===== src/rtl/core/gcps_pkg.sv =====
// shared types, opcodes and command length table for the gpu command port core
`default_nettype none
package gcps_pkg;

   localparam int ReqDataWidth = 32;
   localparam int ReqUserWidth = 2;
   localparam int RspDataWidth = 104;
   localparam int QueueDepth = 2;

   typedef enum logic [1:0] {
      KIND_GP0  = 2'd0,
      KIND_GP1  = 2'd1,
      KIND_POLL = 2'd2
   } kind_type;

   typedef struct packed {
      kind_type    kind;
      logic [31:0] data;
   } item_type;

   typedef struct packed {
      logic       known;
      logic [3:0] len;
   } length_type;

   localparam logic [7:0] OP_NOP      = 8'h00;
   localparam logic [7:0] OP_CLEAR    = 8'h01;
   localparam logic [7:0] OP_POLY3    = 8'h28;
   localparam logic [7:0] OP_POLY4T   = 8'h2c;
   localparam logic [7:0] OP_POLY3G   = 8'h30;
   localparam logic [7:0] OP_POLY4G   = 8'h38;
   localparam logic [7:0] OP_IMG_LOAD = 8'ha0;
   localparam logic [7:0] OP_IMG_SAVE = 8'hc0;
   localparam logic [7:0] OP_DRAW_MODE = 8'he1;
   localparam logic [7:0] OP_TEX_WIN  = 8'he2;
   localparam logic [7:0] OP_AREA_TL  = 8'he3;
   localparam logic [7:0] OP_AREA_BR  = 8'he4;
   localparam logic [7:0] OP_OFFSET   = 8'he5;
   localparam logic [7:0] OP_MASK     = 8'he6;

   localparam logic [7:0] GP1_INIT      = 8'h00;
   localparam logic [7:0] GP1_FLUSH     = 8'h01;
   localparam logic [7:0] GP1_IRQ_ACK   = 8'h02;
   localparam logic [7:0] GP1_DISP_EN   = 8'h03;
   localparam logic [7:0] GP1_DMA_DIR   = 8'h04;
   localparam logic [7:0] GP1_VRAM_ST   = 8'h05;
   localparam logic [7:0] GP1_HRANGE    = 8'h06;
   localparam logic [7:0] GP1_VRANGE    = 8'h07;
   localparam logic [7:0] GP1_DISP_MODE = 8'h08;

   function automatic length_type gp0_length(input logic [7:0] op);
      length_type r;
      r.known = 1'b1;
      unique case (op)
         OP_NOP, OP_CLEAR, OP_DRAW_MODE, OP_TEX_WIN,
         OP_AREA_TL, OP_AREA_BR, OP_OFFSET, OP_MASK: r.len = 4'd1;
         OP_POLY3G: r.len = 4'd6;
         OP_POLY4T: r.len = 4'd9;
         OP_IMG_LOAD, OP_IMG_SAVE: r.len = 4'd3;
         OP_POLY3: r.len = 4'd5;
         OP_POLY4G: r.len = 4'd8;
         default: begin
            r.len = 4'd1;
            r.known = 1'b0;
         end
      endcase
      return r;
   endfunction

endpackage
`default_nettype wire


===== src/rtl/core/gcps_front.sv =====
// front end: accepts and classifies port accesses into a short queue
`default_nettype none
module gcps_front
   import gcps_pkg::*;
(
   input  wire logic                    clock,
   input  wire logic                    reset,
   input  wire logic                    req_tvalid,
   output logic                         req_tready,
   input  wire logic [ReqUserWidth-1:0] req_tuser,  // access_kind
   input  wire logic [ReqDataWidth-1:0] req_tdata,  // data_word
   output logic                         item_valid,
   output item_type                     item,
   input  wire logic                    item_pop
);
   localparam int PtrW = $clog2(QueueDepth);
   localparam int CntW = $clog2(QueueDepth + 1);

   item_type            queue_ff [QueueDepth];
   logic [PtrW-1:0]     wr_ptr_ff, rd_ptr_ff;
   logic [CntW-1:0]     count_ff;
   item_type            incoming;
   logic                push, pop;

   always_comb begin
      incoming.data = req_tdata;
      unique case (req_tuser)
         2'd0: incoming.kind = KIND_GP0;
         2'd1: incoming.kind = KIND_GP1;
         default: incoming.kind = KIND_POLL;
      endcase
   end

   assign req_tready = (count_ff != CntW'(QueueDepth));
   assign push = req_tvalid && req_tready;
   assign item_valid = (count_ff != '0);
   assign pop = item_pop && item_valid;
   assign item = queue_ff[rd_ptr_ff];

   always_ff @(posedge clock) begin
      if (push) begin
         queue_ff[wr_ptr_ff] <= incoming;
      end
      if (reset) begin
         wr_ptr_ff <= '0;
         rd_ptr_ff <= '0;
         count_ff <= '0;
      end else begin
         if (push) begin
            wr_ptr_ff <= (wr_ptr_ff == PtrW'(QueueDepth - 1)) ? '0 : wr_ptr_ff + 1'b1;
         end
         if (pop) begin
            rd_ptr_ff <= (rd_ptr_ff == PtrW'(QueueDepth - 1)) ? '0 : rd_ptr_ff + 1'b1;
         end
         count_ff <= count_ff + CntW'(push) - CntW'(pop);
      end
   end

`ifndef SYNTHESIS
   a_count_range: assert property (@(posedge clock) disable iff (reset)
      count_ff <= CntW'(QueueDepth)) else $error("queue count overflow");
   a_no_push_full: assert property (@(posedge clock) disable iff (reset)
      (count_ff == CntW'(QueueDepth)) |-> !push) else $error("push into full queue");
   a_count_step: assert property (@(posedge clock) disable iff (reset)
      (push && !pop) |=> (count_ff == $past(count_ff) + 1'b1)) else $error("count step");
`endif
endmodule
`default_nettype wire


===== src/rtl/core/gcps_back.sv =====
// back end: command framing, draw and display state, status packing, result register
`default_nettype none
module gcps_back
   import gcps_pkg::*;
(
   input  wire logic                    clock,
   input  wire logic                    reset,
   input  wire logic                    item_valid,
   input  wire item_type                item,
   output logic                         item_pop,
   output logic                         rsp_tvalid,
   input  wire logic                    rsp_tready,
   output logic [RspDataWidth-1:0]      rsp_tdata
);
   logic [3:0]  page_x_ff, page_x_in;
   logic        page_y_ff, page_y_in;
   logic [1:0]  semi_ff, semi_in;
   logic [1:0]  tdepth_ff, tdepth_in;
   logic [4:0]  dflags_ff, dflags_in;
   logic [1:0]  mask_ff, mask_in;
   logic [19:0] twin_ff, twin_in;
   logic [61:0] area_ff, area_in;
   logic [7:0]  mode_ff, mode_in;
   logic [3:0]  dctl_ff, dctl_in;
   logic [18:0] vram_ff, vram_in;
   logic [43:0] ranges_ff, ranges_in;
   logic        img_ff, img_in;
   logic [31:0] remain_ff, remain_in;
   logic [7:0]  pend_ff, pend_in;
   logic        pend_unk_ff, pend_unk_in;
   logic [3:0]  pos_ff, pos_in;
   logic        valid_ff;
   logic [RspDataWidth-1:0] data_ff, data_in;

   logic        done, imgw, unk, badm, vp_chk, vp_ok;
   logic [7:0]  dop, op;
   logic [31:0] v, remain_dec, prod, status;
   logic [3:0]  pos_cur;
   length_type  len;
   logic        first;
   logic [15:0] vw, vh, vx, vy;
   logic [1:0]  dma;

   assign item_pop = item_valid && (!valid_ff || rsp_tready);
   assign v = item.data;
   assign prod = v[15:0] * v[31:16];

   always_comb begin
      page_x_in = page_x_ff; page_y_in = page_y_ff; semi_in = semi_ff;
      tdepth_in = tdepth_ff; dflags_in = dflags_ff; mask_in = mask_ff;
      twin_in = twin_ff; area_in = area_ff; mode_in = mode_ff; dctl_in = dctl_ff;
      vram_in = vram_ff; ranges_in = ranges_ff; img_in = img_ff;
      remain_in = remain_ff; pend_in = pend_ff; pend_unk_in = pend_unk_ff;
      pos_in = pos_ff;
      done = 1'b0; imgw = 1'b0; unk = 1'b0; badm = 1'b0; vp_chk = 1'b0; dop = '0;
      first = (remain_ff == '0);
      op = first ? v[31:24] : pend_ff;
      len = gp0_length(v[31:24]);
      remain_dec = (first ? 32'(len.len) : remain_ff) - 32'd1;
      pos_cur = first ? 4'd0 : pos_ff;
      unique case (item.kind)
         KIND_GP0: begin
            if (first) begin
               pend_in = v[31:24];
               pend_unk_in = !len.known;
            end
            remain_in = remain_dec;
            pos_in = pos_cur;
            if (img_ff) begin
               imgw = 1'b1;
               if (remain_dec == '0) begin
                  img_in = 1'b0;
               end
            end else begin
               if (pos_cur != 4'd15) begin
                  pos_in = pos_cur + 4'd1;
               end
               if (remain_dec == '0) begin
                  if (first ? !len.known : pend_unk_ff) begin
                     unk = 1'b1;
                     pend_in = '0;
                     pend_unk_in = 1'b0;
                  end else begin
                     done = 1'b1;
                     dop = op;
                     unique case (op)
                        OP_DRAW_MODE: begin
                           page_x_in = v[3:0];
                           page_y_in = v[4];
                           semi_in = v[6:5];
                           if (v[8:7] != 2'd3) begin
                              tdepth_in = v[8:7];
                           end
                           dflags_in = v[13:9];
                        end
                        OP_TEX_WIN: twin_in = v[19:0];
                        OP_AREA_TL: area_in[19:0] = v[19:0];
                        OP_AREA_BR: area_in[39:20] = v[19:0];
                        OP_OFFSET: area_in[61:40] = v[21:0];
                        OP_MASK: mask_in = v[1:0];
                        OP_IMG_LOAD: begin
                           if (prod[31:1] != '0 || prod[0]) begin
                              remain_in = {1'b0, prod[31:1]} + 32'(prod[0]);
                              img_in = 1'b1;
                           end
                        end
                        default: ;
                     endcase
                  end
               end
            end
         end
         KIND_GP1: begin
            unique case (v[31:24])
               GP1_INIT: begin
                  remain_in = '0; img_in = 1'b0; pos_in = '0;
                  page_x_in = '0; page_y_in = 1'b0; semi_in = '0; tdepth_in = '0;
                  dflags_in = '0; mask_in = '0; twin_in = '0; area_in = '0;
                  mode_in = {mode_ff[7], 7'h40};
                  dctl_in = 4'd1;
                  vram_in = '0;
                  ranges_in = {10'h100, 10'h010, 12'hc00, 12'h200};
               end
               GP1_FLUSH: begin
                  remain_in = '0; img_in = 1'b0; pos_in = '0;
               end
               GP1_IRQ_ACK: dctl_in[1] = 1'b0;
               GP1_DISP_EN: dctl_in[0] = v[0];
               GP1_DMA_DIR: dctl_in[3:2] = v[1:0];
               GP1_VRAM_ST: begin
                  vram_in = {v[18:10], v[9:1], 1'b0};
                  vp_chk = 1'b1;
               end
               GP1_HRANGE: begin
                  ranges_in[23:0] = v[23:0];
                  vp_chk = 1'b1;
               end
               GP1_VRANGE: begin
                  ranges_in[43:24] = v[19:0];
                  vp_chk = 1'b1;
               end
               GP1_DISP_MODE: begin
                  mode_in = {mode_ff[7], v[5:2], v[1:0], v[6]};
                  badm = v[7];
               end
               default: unk = 1'b1;
            endcase
         end
         default: ;
      endcase

      vw = 16'(ranges_in[23:12]) - 16'(ranges_in[11:0]);
      vh = 16'(ranges_in[43:34]) - 16'(ranges_in[33:24]);
      vx = 16'(vram_in[9:0]) + (16'(ranges_in[11:0]) - 16'h0200);
      vy = 16'(vram_in[18:10]) + 16'(ranges_in[33:24]);
      vp_ok = vp_chk && vw != '0 && vw <= 16'd1024 && vh != '0 && vh <= 16'd512;

      dma = dctl_in[3:2];
      status = {1'b0, dma, 3'b111, (dma != 2'd0), dctl_in[1:0], mode_in[6:4], 1'b0,
                mode_in[2:0], dflags_in[2], 1'b0, mode_in[7], mask_in, dflags_in[1],
                dflags_in[0], tdepth_in, semi_in, page_y_in, page_x_in};
      data_in = {6'd0,
                 vp_ok ? vh[9:0] : 10'd0, vp_ok ? vw[10:0] : 11'd0,
                 vp_ok ? vy : 16'd0, vp_ok ? vx : 16'd0, vp_ok,
                 badm, unk, imgw, dop, done, status};
   end

   assign rsp_tvalid = valid_ff;
   assign rsp_tdata = data_ff;

   always_ff @(posedge clock) begin
      if (item_pop) begin
         data_ff <= data_in;
      end
      if (reset) begin
         valid_ff <= 1'b0;
         mode_ff <= 8'hc0;
         dctl_ff <= 4'd1;
         ranges_ff <= {10'h100, 10'h010, 12'hc00, 12'h200};
         img_ff <= 1'b0;
         remain_ff <= '0;
         pos_ff <= '0;
         page_x_ff <= '0; page_y_ff <= 1'b0; semi_ff <= '0; tdepth_ff <= '0;
         dflags_ff <= '0; mask_ff <= '0; twin_ff <= '0; area_ff <= '0;
         vram_ff <= '0; pend_ff <= '0; pend_unk_ff <= 1'b0;
      end else begin
         if (item_pop) begin
            valid_ff <= 1'b1;
            mode_ff <= mode_in; dctl_ff <= dctl_in; ranges_ff <= ranges_in;
            img_ff <= img_in; remain_ff <= remain_in; pos_ff <= pos_in;
            page_x_ff <= page_x_in; page_y_ff <= page_y_in; semi_ff <= semi_in;
            tdepth_ff <= tdepth_in; dflags_ff <= dflags_in; mask_ff <= mask_in;
            twin_ff <= twin_in; area_ff <= area_in; vram_ff <= vram_in;
            pend_ff <= pend_in; pend_unk_ff <= pend_unk_in;
         end else if (rsp_tready) begin
            valid_ff <= 1'b0;
         end
      end
   end

`ifndef SYNTHESIS
   a_img_has_words: assert property (@(posedge clock) disable iff (reset)
      img_ff |-> (remain_ff != '0)) else $error("image load with no words left");
   a_flags_exclusive: assert property (@(posedge clock) disable iff (reset)
      valid_ff |-> !(data_ff[32] && (data_ff[41] || data_ff[42])))
      else $error("done with image or unknown");
   a_stall_holds: assert property (@(posedge clock) disable iff (reset)
      (valid_ff && !rsp_tready) |-> !item_pop) else $error("pop while result stalled");
`endif
endmodule
`default_nettype wire


===== src/rtl/core/gpu_command_port_and_status_core.sv =====
// top level of the gpu command port and status core
`default_nettype none
// GP0, GP1 and status-poll accesses enter on req_ and each gives exactly one
// result on rsp_ carrying the status word after that access, command framing
// flags and any new display window. One access is taken per clock while the
// two-entry queue is not full; the queue decouples the front end from the back
// end, whose framing counter, state update and 16x16 image-size multiply are
// combinational; the back end stalls while a result in its register waits.
module gpu_command_port_and_status_core
   import gcps_pkg::*;
(
   input  wire logic                    clock,
   input  wire logic                    reset,
   input  wire logic                    req_tvalid,
   output logic                         req_tready,
   input  wire logic [ReqUserWidth-1:0] req_tuser,  // access_kind
   input  wire logic [ReqDataWidth-1:0] req_tdata,  // data_word
   output logic                         rsp_tvalid,
   input  wire logic                    rsp_tready,
   // status_word, command_done, done_opcode, image_data_word, unknown_command,
   // bad_display_mode, viewport_update, viewport_x, viewport_y, viewport_width,
   // viewport_height
   output logic [RspDataWidth-1:0]      rsp_tdata
);
   logic     item_valid, item_pop;
   item_type item;

   gcps_front u_front (
      .clock(clock), .reset(reset),
      .req_tvalid(req_tvalid), .req_tready(req_tready), .req_tuser(req_tuser),
      .req_tdata(req_tdata),
      .item_valid(item_valid), .item(item), .item_pop(item_pop)
   );

   gcps_back u_back (
      .clock(clock), .reset(reset),
      .item_valid(item_valid), .item(item), .item_pop(item_pop),
      .rsp_tvalid(rsp_tvalid), .rsp_tready(rsp_tready), .rsp_tdata(rsp_tdata)
   );
endmodule
`default_nettype wire


===== config.mk =====
export PLATFORM = sky130hd
export DESIGN_NAME = gpu_command_port_and_status_core
export DESIGN_NICKNAME = d
export VERILOG_FILES = /design/src/rtl/core/gcps_pkg.sv /design/src/rtl/core/gcps_front.sv /design/src/rtl/core/gcps_back.sv /design/src/rtl/core/gpu_command_port_and_status_core.sv
export SDC_FILE = /design/constraint.sdc
export NUM_CORES = 1
export LEC_CHECK = 0
export BUFFER_PORTS_ARGS = -buffer_cell sky130_fd_sc_hd__buf_4
export CAP_MARGIN = 20
export CORE_MARGIN = 2
export CORE_UTILIZATION = 45
export DETAILED_ROUTE_END_ITERATION = 8
export GPL_ROUTABILITY_DRIVEN = 0
export PLACE_DENSITY = 0.73
export SLEW_MARGIN = 20
export SYNTH_ARGS = -nofsm -noshare
export SYNTH_HDL_FRONTEND = slang
export SYNTH_SLANG_ARGS = --single-unit

===== constraint.sdc =====
create_clock -name clock -period 26.4 [get_ports clock]
set_input_delay 1.32 -clock clock [delete_from_list [all_inputs] [get_ports clock]]
set_output_delay 1.32 -clock clock [all_outputs]
set_load 0.02 [all_outputs]

* Word level (Yosys, flattened, before mapping)
Memories as Yosys holds them, arrays and structs flattened. A register that Yosys moved wholly into a read port is not among the register bits.
Cells that the tools add are included.
** Cells by class
- $lt $le $gt $ge :: 2
- Bitwise gates (word level) :: 2
- Eq/ne operators :: 28
- Div/mod/pow operators :: 0
- Shift-type cells :: 0
- Muxes and demuxes :: 91
- Add/sub/neg operators :: 11
- Multipliers :: 1
- Reductions and logical operators :: 35
** Operator list (count)
- 32-bit two-way mux :: 7
- 8-bit == test, second input constant :: 11
- 32-bit zero test :: 2
- 32-bit case mux with 2 select lines :: 1
- 24-bit case mux with 2 select lines :: 1
- 44-bit two-way mux :: 1
- 20-bit case mux with 2 select lines :: 1
- 19-bit case mux with 2 select lines :: 1
- 1-bit two-way mux :: 33
- 31-bit by 1-bit adder with 32-bit output :: 1
- 8-bit by 3-bit == test with 1-bit output, second input constant :: 4
- 8-bit by 6-bit == test with 1-bit output, second input constant :: 4
- 16-bit by 16-bit multiplier with 32-bit output :: 1
- 2-bit two-way mux :: 16
- 8-bit two-way mux :: 4
- 16-bit nonzero test :: 2
- 32-bit by 1-bit subtractor with 32-bit output, second input constant :: 1
- 31-bit nonzero test :: 1
- 4-bit two-way mux :: 6
- 2-bit case mux with 2 select lines :: 5
- 4-bit case mux with 5 select lines :: 1
- 19-bit two-way mux :: 1
- 10-bit by 16-bit adder with 16-bit output :: 1
- 8-bit by 2-bit == test with 1-bit output, second input constant :: 2
- 32 further kinds :: 62
** Word-level totals
- Memory bits (read-only) :: 0
- Bits in writable memories :: 68
- Latch bits :: 0
- Memories kept :: 1
- Output and inout bits :: 106
- Register bits after elaboration :: 228
** Memory list
- u_front.queue_ff :: words 2, bits a word 34, rd ports 1, clocked after memory_dff 1, wr ports 1, RTL line gcps_front.sv:19 : item_type queue_ff [QueueDepth];

* Longest topological paths before layout
- Word-level depth :: 11
- Depth in mapped cells :: 33

* Hierarchy
From an unflattened synthesis, not the netlist that was laid out.
** Unflattened totals
- Cells, all modules :: 2771
- Area, all modules :: 25055.3 µm²
** By module, submodules not included
- gcps_back :: area an instance 22342.7 µm², cells each 2634, instances 1
- gcps_front :: area an instance 2712.6 µm², cells each 137, instances 1

* Worst setup path before layout
OpenSTA, ideal clock, no wires.
- Kind :: register to register
- Start :: register (tool-made name)
- End :: register u_back.remain_ff[29]
- Setup slack :: 16.604 ns
- Arrival time :: 9.677 ns
- Stages on the path, launching flop included :: 34
- Path through :: dfxtp_1 > clkbuf_1 > clkbuf_1 > buf_1 > clkbuf_1 > clkbuf_1 > buf_1 > mux2_2 > clkbuf_1 > nand2_1 > fa_1 > inv_1 > fa_1 > inv_1 > fa_1 > inv_1 > fa_1 > fa_1 > inv_1 > fa_1 > inv_1 > ha_1 > clkbuf_1 > and4_1 > nand3_1 > a211o_1 > and4_1 > or3_1 > a2111oi_0 > nand4_1 > nor4b_1 > xnor2_1 > a32oi_1 > nand2_1
** RTL lines
- end signal: assignment :: RTL line gcps_back.sv:190 : img_ff <= img_in; remain_ff <= remain_in; pos_ff <= pos_in;
- end: declaration :: RTL line gcps_back.sv:28 : logic [31:0] remain_ff, remain_in;

==> metrics.md <==
| Metric | Value |
|---|---|
| Setup repair after global routing missed its margin | `false` |
| End of the worst register-to-register path | `u_back.remain_ff[29]$_SDFFE_PP0P_` |
| Drt initial violations | `2327` |
| Detailed-route vias per instance | `6.06` |
| Worst slack after detailed placement | `17.18 ns` |
| Initial antenna violation count | `0` |
| Mapped Cells | `2689` |
| Count of nets left with antenna violations after detail routing | `0` |
| Clock tree from TritonCTS | `built` |
| Syn-to-layout area delta | `11.5%` |
| Post-CTS setup repair buffer count | `0` |
| R2R depth | `25` |
| Register-to-Register Setup Slack | `17.16 ns` |
| Cell count after placement | `3424` |
| Dominant combinational cell family by area after synthesis | `adder cells` |
| Status | `finished, final reports clean` |
| Post-route DRC | `0` |
| Synth Area in Compound Gates | `14.0%` |
| Core Area | `53700 sq um` |
| Pin slew with the least headroom to its limit | `1.08 ns` |
| Data required time at the worst endpoint | `26.82 ns` |
| Post-synth EDFFs | `154` |
| Post-synth ARST share | `0%` |
| Largest buffer count on any clock path | `3` |
| CTS HTree Levels | `2` |
| Endpoint of the most critical setup path | `u_back.remain_ff[29]$_SDFFE_PP0P_` |
| Worst-path maximum fanout | `79` |
| Share of cell area taken by muxes after synthesis | `3.28%` |
| Setup slack after layout | `17.16 ns` |
| Final cell count without fillers | `3485` |
| Portion of the post-synthesis area used by sequential elements | `30.1%` |
| Initial core utilization | `45.4%` |
| Diodes inserted | `0` |
| Top cells by area, synth | `sky130_fd_sc_hd__edfxtp_1, sky130_fd_sc_hd__fa_1, sky130_fd_sc_hd__dfxtp_1` |
| Signal arrival time at the worst endpoint | `9.66 ns` |
| Startpoint-to-endpoint class of the critical path | `flip-flop to flip-flop` |
| Summed instance area of the synthesized netlist | `24400 sq um` |
| Overall fraction of global-route tracks in use | `25.5%` |
| Via count | `21122` |
| Post-CTS Hold Fix Bufs | `0` |
| Sum of net half-perimeters after detailed placement | `53500 um` |
| Detailed-route wire length | `71800 um` |
| Post_cts resized | `0` |
| Maximum clock rate | `108 MHz` |
| Total of endpoints with negative setup slack in the final report | `0` |
| Total of max-cap violations | `0` |
| Worst hold margin | `0.458 ns` |
| Root cell of the clock tree | `sky130_fd_sc_hd__clkbuf_16` |
| Worst hold path stage count | `2` |
| Type of element launching the critical path | `flip-flop` |
| Capturing element type of the critical path | `flip-flop` |
| Syn avg cell area | `9.07 sq um` |
| Number of port buffers | `125` |
| Clock period minus final worst setup slack | `9.24 ns` |
| Final Max Slew Viols | `0` |
| Number of synthesized register bits | `289` |
| Largest clock skew in the final design | `0.0239 ns` |
| Area leader, netlist | `sky130_fd_sc_hd__edfxtp_1` |
| Portion of the clock cycle consumed by the worst path in the final layout | `35.0%` |
| # clock sinks | `289` |
| Maximum number of pins on one net before global-route repair | `97` |
| Yosys synthesis warning count | `0` |
| Row cnt | `85` |
| Die Span Y | `237 um` |
| Number of iterations in the first detailed-routing pass | `6` |
| Final hold violation count | `0` |
| First-pass GRT wire length | `113000 um` |
| Post-Synth XOR/XNOR Area | `3.52%` |
| Most common flop cell mapped by yosys | `sky130_fd_sc_hd__edfxtp_1` |
| Yosys cell types | `90` |
| Ports | `144` |
| Via count of the first global-routing pass | `20862` |
| Fraction of the mapped netlist area in simple logic gates | `18.3%` |
| Clock-pin slew of the registers on the worst-case setup and hold paths | `0.06 ns` |
| Fraction of final layout cells sized beyond drive strength 1 | `10.8%` |
| Setup TNS Final | `0 ns` |
| Die area | `56100 sq um` |
| Routed WL per cell | `20.6 um` |
| Floorplan die width | `237 um` |
| Clock insertion delay at the later pin of the skew report | `0.55 ns` |
| Sum of overflow across all layers after global routing | `0` |
| Remaining max-slew budget at the tightest pin | `25.7%` |
| Area share of the leading cell type in the synthesized netlist | `19.0%` |
| Kind of path behind the tightest hold check | `flip-flop to flip-flop` |
| Number of buffers inserted during clock tree synthesis | `34` |
| Synth Area in Adders | `24.1%` |
| Final #Nets | `3152` |
[cells in the final DEF (no fill, tap or decap), types with 17 or more instances in the layout]
master | Yosys | routed
sky130_fd_sc_hd__nor2_1 | 318 | 317
sky130_fd_sc_hd__inv_1 | 267 | 266
sky130_fd_sc_hd__nand2_1 | 253 | 253
sky130_fd_sc_hd__fa_1 | 198 | 198
sky130_fd_sc_hd__buf_4 | 18 | 170
sky130_fd_sc_hd__edfxtp_1 | 154 | 154
sky130_fd_sc_hd__ha_1 | 152 | 152
sky130_fd_sc_hd__dfxtp_1 | 135 | 134
sky130_fd_sc_hd__o21ai_0 | 96 | 96
sky130_fd_sc_hd__nor3_1 | 91 | 91
sky130_fd_sc_hd__a21oi_1 | 93 | 91
sky130_fd_sc_hd__nand3_1 | 84 | 84
sky130_fd_sc_hd__xnor2_1 | 65 | 65
sky130_fd_sc_hd__a211oi_1 | 40 | 40
sky130_fd_sc_hd__a22oi_1 | 40 | 40
sky130_fd_sc_hd__mux2i_1 | 44 | 39
sky130_fd_sc_hd__clkbuf_16 | 0 | 36
sky130_fd_sc_hd__xor2_1 | 33 | 33
sky130_fd_sc_hd__nor4_1 | 31 | 31
sky130_fd_sc_hd__mux2_2 | 30 | 30
sky130_fd_sc_hd__nand4_1 | 27 | 27
sky130_fd_sc_hd__a21o_1 | 27 | 27
sky130_fd_sc_hd__o211ai_1 | 25 | 25
sky130_fd_sc_hd__or3_1 | 20 | 20
sky130_fd_sc_hd__a22o_1 | 19 | 19
sky130_fd_sc_hd__and3_1 | 19 | 18
sky130_fd_sc_hd__conb_1 | 2 | 18
sky130_fd_sc_hd__nand2b_1 | 17 | 17
[cell families after synthesis]
group | after synthesis
other cells | 2
fa+ha+maj | 350
simple gates | 957
buf+inv | 417
flops | 289
mux | 76
compound gates | 500
xor+xnor | 98
[flip-flops by register name (all words and copies together), names as in the netlist, named ones only]
register,flops
u_front.queue_ff,68
u_back.mask_ff,2
u_back.page_x_ff,4
u_back.rsp_tdata,86
u_back.tdepth_ff,2
u_back.pend_unk_ff,1
u_back.dflags_ff,3
u_front.wr_ptr_ff,1
u_front.count_ff,2
u_back.rsp_tvalid,1
u_front.rd_ptr_ff,1
u_back.semi_ff,2
u_back.mode_ff,6
u_back.img_ff,1
u_back.vram_ff,19
u_back.page_y_ff,1
u_back.ranges_ff,44
u_back.remain_ff,32
u_back.dctl_ff,4
u_back.pend_ff,8
[final cells by class]
cell class / instances / area [sq um]
Multi-Input combinational cell: 1999 / 15500
Tap cell: 696 / 871
Clock inverter: 15 / 160
Inverter: 269 / 1010
Sequential cell: 289 / 7330
Clock buffer: 46 / 963
Timing Repair Buffer: 171 / 1300
Fill cell: 4784 / 26500
[metrics by stage]
step | instance area [sq um] | utilization [%]
after floorplan | 24400 | -
after global placement | 26000 | 48.4
after detailed placement | 26000 | 48.5
after CTS | 27200 | 50.6
after global routing | 27200 | 50.6
final | 27200 | 50.6
[how the worst min path moves through the flow]
stage	from	endpoint	slack, ns
floorplan	u_back.dctl_ff[1]$_SDFFE_PP0P_	u_back.dctl_ff[1]$_SDFFE_PP0P_	0.43
global placement	u_back.dctl_ff[1]$_SDFFE_PP0P_	u_back.dctl_ff[1]$_SDFFE_PP0P_	0.44
detailed placement	u_back.ranges_ff[39]$_SDFFE_PP0P_	u_back.ranges_ff[39]$_SDFFE_PP0P_	0.45
CTS	u_back.ranges_ff[39]$_SDFFE_PP0P_	u_back.ranges_ff[39]$_SDFFE_PP0P_	0.46
global route	u_back.ranges_ff[39]$_SDFFE_PP0P_	u_back.ranges_ff[39]$_SDFFE_PP0P_	0.47
finish	u_back.ranges_ff[39]$_SDFFE_PP0P_	u_back.ranges_ff[39]$_SDFFE_PP0P_	0.46
[synthesized netlist by cell type, drive strengths merged, types with 5 or more instances]
cell,number
a211oi,41
a21boi,10
nand3,84
o21ai,115
nand3b,8
nor2b,15
and3,19
fa,198
o21a,14
dfxtp,135
nor2,318
mux2i,44
inv,268
a22o,19
nor3,93
mux2,32
nor4b,8
edfxtp,154
nor4,31
a31oi,14
o22ai,7
nor3b,12
o31ai,5
or3,21
o2bb2ai,13
clkbuf,113
o211ai,26
xor2,33
o21bai,12
a21o,27
or2,17
nand4,27
a311oi,5
nand2,253
o31a,7
ha,152
and2,12
xnor2,65
buf,35
or4,9
a21oi,93
a32oi,6
a22oi,40
nand2b,17
[worst max-delay path: stages (launching register included)]
cell and delay (ns):
sky130_fd_sc_hd__dfxtp_4 0.33, sky130_fd_sc_hd__buf_4 0.81, sky130_fd_sc_hd__mux2i_1 0.98, sky130_fd_sc_hd__nor2_1 0.16
sky130_fd_sc_hd__fa_1 0.50, sky130_fd_sc_hd__fa_1 0.52, sky130_fd_sc_hd__inv_1 0.06, sky130_fd_sc_hd__fa_1 0.50
sky130_fd_sc_hd__inv_1 0.05, sky130_fd_sc_hd__fa_1 0.48, sky130_fd_sc_hd__fa_1 0.56, sky130_fd_sc_hd__inv_1 0.06
sky130_fd_sc_hd__fa_1 0.54, sky130_fd_sc_hd__inv_1 0.05, sky130_fd_sc_hd__ha_1 0.42, sky130_fd_sc_hd__and4_1 0.30
sky130_fd_sc_hd__nand3_1 0.09, sky130_fd_sc_hd__a211o_1 0.29, sky130_fd_sc_hd__and4_1 0.21, sky130_fd_sc_hd__or3_1 0.39
sky130_fd_sc_hd__a2111oi_0 0.73, sky130_fd_sc_hd__nand4_1 0.27, sky130_fd_sc_hd__nor4b_1 0.40, sky130_fd_sc_hd__xnor2_1 0.12
sky130_fd_sc_hd__a32oi_1 0.17, sky130_fd_sc_hd__nand2_1 0.07
[layer usage]
layer | share of wire, % | track usage, % | wire length (um) | vias up
met3 | 8.8 | 5.30 | 6340 | 274
met2 | 46 | 41.8 | 33300 | 1163
met5 | 0 | 0 | 0 | -
met1 | 39 | 31.9 | 27800 | 10226
met4 | 6.0 | 13.2 | 4310 | 0
li1 | - | - | - | 9459
Power is left out: the tool's default activity adds up to more than one toggle a clock period on the data nets, which glitch-free logic cannot reach.
